<file path="config.mk">
export PLATFORM = sky130hd
export DESIGN_NAME = pbf_ram
export DESIGN_NICKNAME = d
export VERILOG_FILES = /design/src/hdl/pbf_ram.sv
export SDC_FILE = /design/constraint.sdc
export NUM_CORES = 2
export LEC_CHECK = 0
export CAP_MARGIN = 10
export CORE_MARGIN = 5
export CORE_UTILIZATION = 50
export CTS_CLUSTER_DIAMETER = 150
export DETAILED_ROUTE_END_ITERATION = 10
export DONT_BUFFER_PORTS = 1
export GPL_ROUTABILITY_DRIVEN = 0
export PLACE_DENSITY = 0.74
export SYNTH_ARGS = -nofsm -noshare
export SYNTH_HDL_FRONTEND = slang
export SYNTH_SLANG_ARGS = --single-unit
export TNS_END_PERCENT = 1
</file>
<file path="constraint.sdc">
create_clock -name clk -period 3.7 [get_ports clk]
set_input_delay 0.74 -clock clk [delete_from_list [all_inputs] [get_ports clk]]
set_output_delay 0.74 -clock clk [all_outputs]
set_load 0.01 [all_outputs]
</file>
<file path="src/hdl/pbf_ram.sv">
// ----------------------------------------------------------------------------
// pbf_ram: generic simple dual-port RAM
// One write port, one read port, registered read data.
// ----------------------------------------------------------------------------
module pbf_ram #(
	parameter int WIDTH = 32,
	parameter int DEPTH = 64
) (
	input  logic                     clk,
	input  logic                     we,
	input  logic [$clog2(DEPTH)-1:0] waddr,
	input  logic [WIDTH-1:0]         wdata,
	input  logic [$clog2(DEPTH)-1:0] raddr,
	output logic [WIDTH-1:0]         rdata
);
	logic [WIDTH-1:0] mem [DEPTH];

	// write and registered read
	always_ff @(posedge clk) begin
		if (we) begin
			mem[waddr] <= wdata;
		end
		rdata <= mem[raddr];
	end
endmodule

</file>
==> impl_metrics.toml <==
[status]
status = "finished with violations"
violations = "slew limit"

[die]
die_h_um = 406
top_level_ports = 78
dieArea_um2 = 165000
core_um2 = 156000
die_w_um = 406
fp-row-count = 145
initial_utilization_pct = 50.3

[power]
leakage_nw = 27.3
power_mw = 47.4
irDropWorstVdd_mv = 0.513
power_density_nw_per_um2 = 534

[logic_synthesis]
synth_largest_area_cell = "edfxtp_1"
syn_area_per_cell_um2 = 23.6
synth.distinct_cells = 34
synthSimpleGateAreaFrac_pct = 1.27
synth_edf_count = 2048
yosys.area_share.adder_pct = 0
synth-seq-cells = 2080
yosysSeqAreaShare_pct = 79.1
syn-num-nets = 3370
yosys_most_used_dff = "edfxtp_1"
netlist_top_cells_area = "edfxtp_1 (78%), mux4_2 (16%), mux2i_1 (1.2%)"
synth.top_cell.area_share_pct = 78.3
synthArstFlopShare_pct = 0
syn_area_um2 = 78500
synth_xor_area_share_pct = 0
muxShareOfSynthArea_pct = 16.8
syn_inst = 3324
synth_top_family_by_area = "multiplexers"
yosysWarnings = 0
synth_compound_area_share_pct = 1.67

[placement]
port_buffers = 0
hpwlAfterDp_um = 93800

[detailed_routing]
viasPerCell = 6.53
met3WireLength_um = 24400
drc_errors = 0
routed.top_layer = "met5"
ant_nets = 0
drtPass1Iterations = 5
wl_met1_um = 72500
wl_per_cell_um = 34.2
vias = 37300
routed_wirelength_um = 196000
route.met2.wl_um = 93000
drtIter0Drc = 5220

[sta]
finalSetupViolCount = 0
rsz0062_at_grt = "no"
fin_crit_sh_pct = 93.7
hold_violations = 0
finClkSkew_ns = 0.0231
report.final.slew_viol_count = 289
tightest_slew_ns = 2.13
max_slew_margin_pct = -41.9
fmax_ghz = 0.288
post-route-min-period_ns = 3.47

[cells_and_area]
drive_above_1_share_pct = 27.3
layout_common_cells = "edfxtp_1 (2,048), mux4_2 (544), clkbuf_16 (197)"
syn_to_final_growth_pct = 12.9
n_antenna_cell = 0
nets = 3547
final_util_pct = 56.7
final_common_cell = "edfxtp_1"

[clock_network]
cts.sinks = 2080
cts-root-buf = "clkbuf_16"
htreeDepth = 4
clkTransAtPathRegs_ns = 0.07
ctsResizeCount = 0
cts_tree = "yes"
clock_path_buffers = 3
clkLatencyLatePin_ns = 0.82
cts_buffers = 189

[critical_path]
end_kind = "register"
cp_num_buf_inv = 0
critPathMaxStageDelay_ns = 1.16
cp.arrival_ns = 4.13
crit_chain = "mux4_2 > nor2b_1 > a21oi_1 > a311oi_1 > nor3_1"
critical_path_peak_fanout = 513
path_class = "input pin to register"
slowest_stage = "mux4_2"
cp_top_family = "multiplexers"
critPathLaunchType = "input pin"
critPathRequiredTime_ns = 4.36

[global_routing]
grt_use_total_pct = 24.0
antenna_found_initial = 7
grt_max_degree = 514
grt_pass1_vias = 37300
grt_pass1_wl_um = 279000
grt_remaining_overflow = 0

[hold_path]
worstHoldPathType = "input pin to register"

[job]
max_cap_violations = 0
-- cell type report --
type | count | area [µm²]
Sequential cell | 2080 | 62100
Tap cell | 2058 | 2570
Clock buffer | 245 | 5220
Multi-Input combinational cell | 1062 | 16000
Fill cell | 10800 | 67600
Timing Repair Buffer | 168 | 1810
Clock inverter | 100 | 912
-- registers in the layout (all words and copies together) (netlist names) --
name,count
rdata,32
mem,2048
-- where the power goes --
group          internal (mW)  leakage (nW)  switching, mW
Sequential              26.1          18.7          0.188
Clock                   11.0          3.04           8.35
Combinational          0.889          5.59          0.834
-- worst paths after layout --
path                                  start          end  slack [ns]  cells after the start
worst max-delay path               raddr[0]     rdata[8]        0.23                      5
worst min register to register  mem[29][20]    rdata[20]        0.75                      4
worst min-delay path              wdata[18]  mem[62][18]        0.03                      0
worst max register to register  mem[11][13]    rdata[13]        1.36                      4
-- synthesized netlist by cell type, types with 3 or more instances --
library cell,instances
nor2b_1,15
nand2_1,26
clkbuf_1,74
mux2i_1,93
a21oi_1,62
nand2b_1,8
nand3_1,5
o221ai_1,27
buf_1,21
o32ai_1,4
buf_4,25
a41o_1,4
nand3b_1,5
a311oi_1,8
and3_1,4
or3b_2,3
nor3_1,7
mux4_2,544
nor2_1,137
buf_2,57
edfxtp_1,2048
o22ai_1,84
dfxtp_1,32
a22oi_1,12
or3_1,3
buf_6,5
-- cells by family after synthesis --
logic type | count (synthesis)
AOI/OAI and AO/OA | 202
buffers and inverters | 182
DFF | 2080
muxes | 637
and+or+nand+nor | 223
-- per-layer routing --
metal	GRT usage, %	vias up
li1	-	14600
met1	34.1	19800
met2	37.4	2581
met3	6.01	295
met4	7.40	2
met5	0	-
-- metrics by stage --
stage	worst slack, ns	hold slack (ns)	std cells	setup TNS, ns	area (µm²)
finish	0.232	0.0338	5713	0	88600
global placement	0.662	0.706	5297	0	81700
global route	1.14	0.00103	5713	0	88600
CTS	1.30	0.000434	5713	0	88600
floorplan	-0.193	0.663	3324	-6.18	78500
detailed placement	0.507	0.728	5297	0	81700
-- what timing repair did --
item	in CTS	in global routing
setup buffers	0	0
hold endpoints to repair	532	0
hold buffers	71	0
Power figures use the tool's default switching activity.
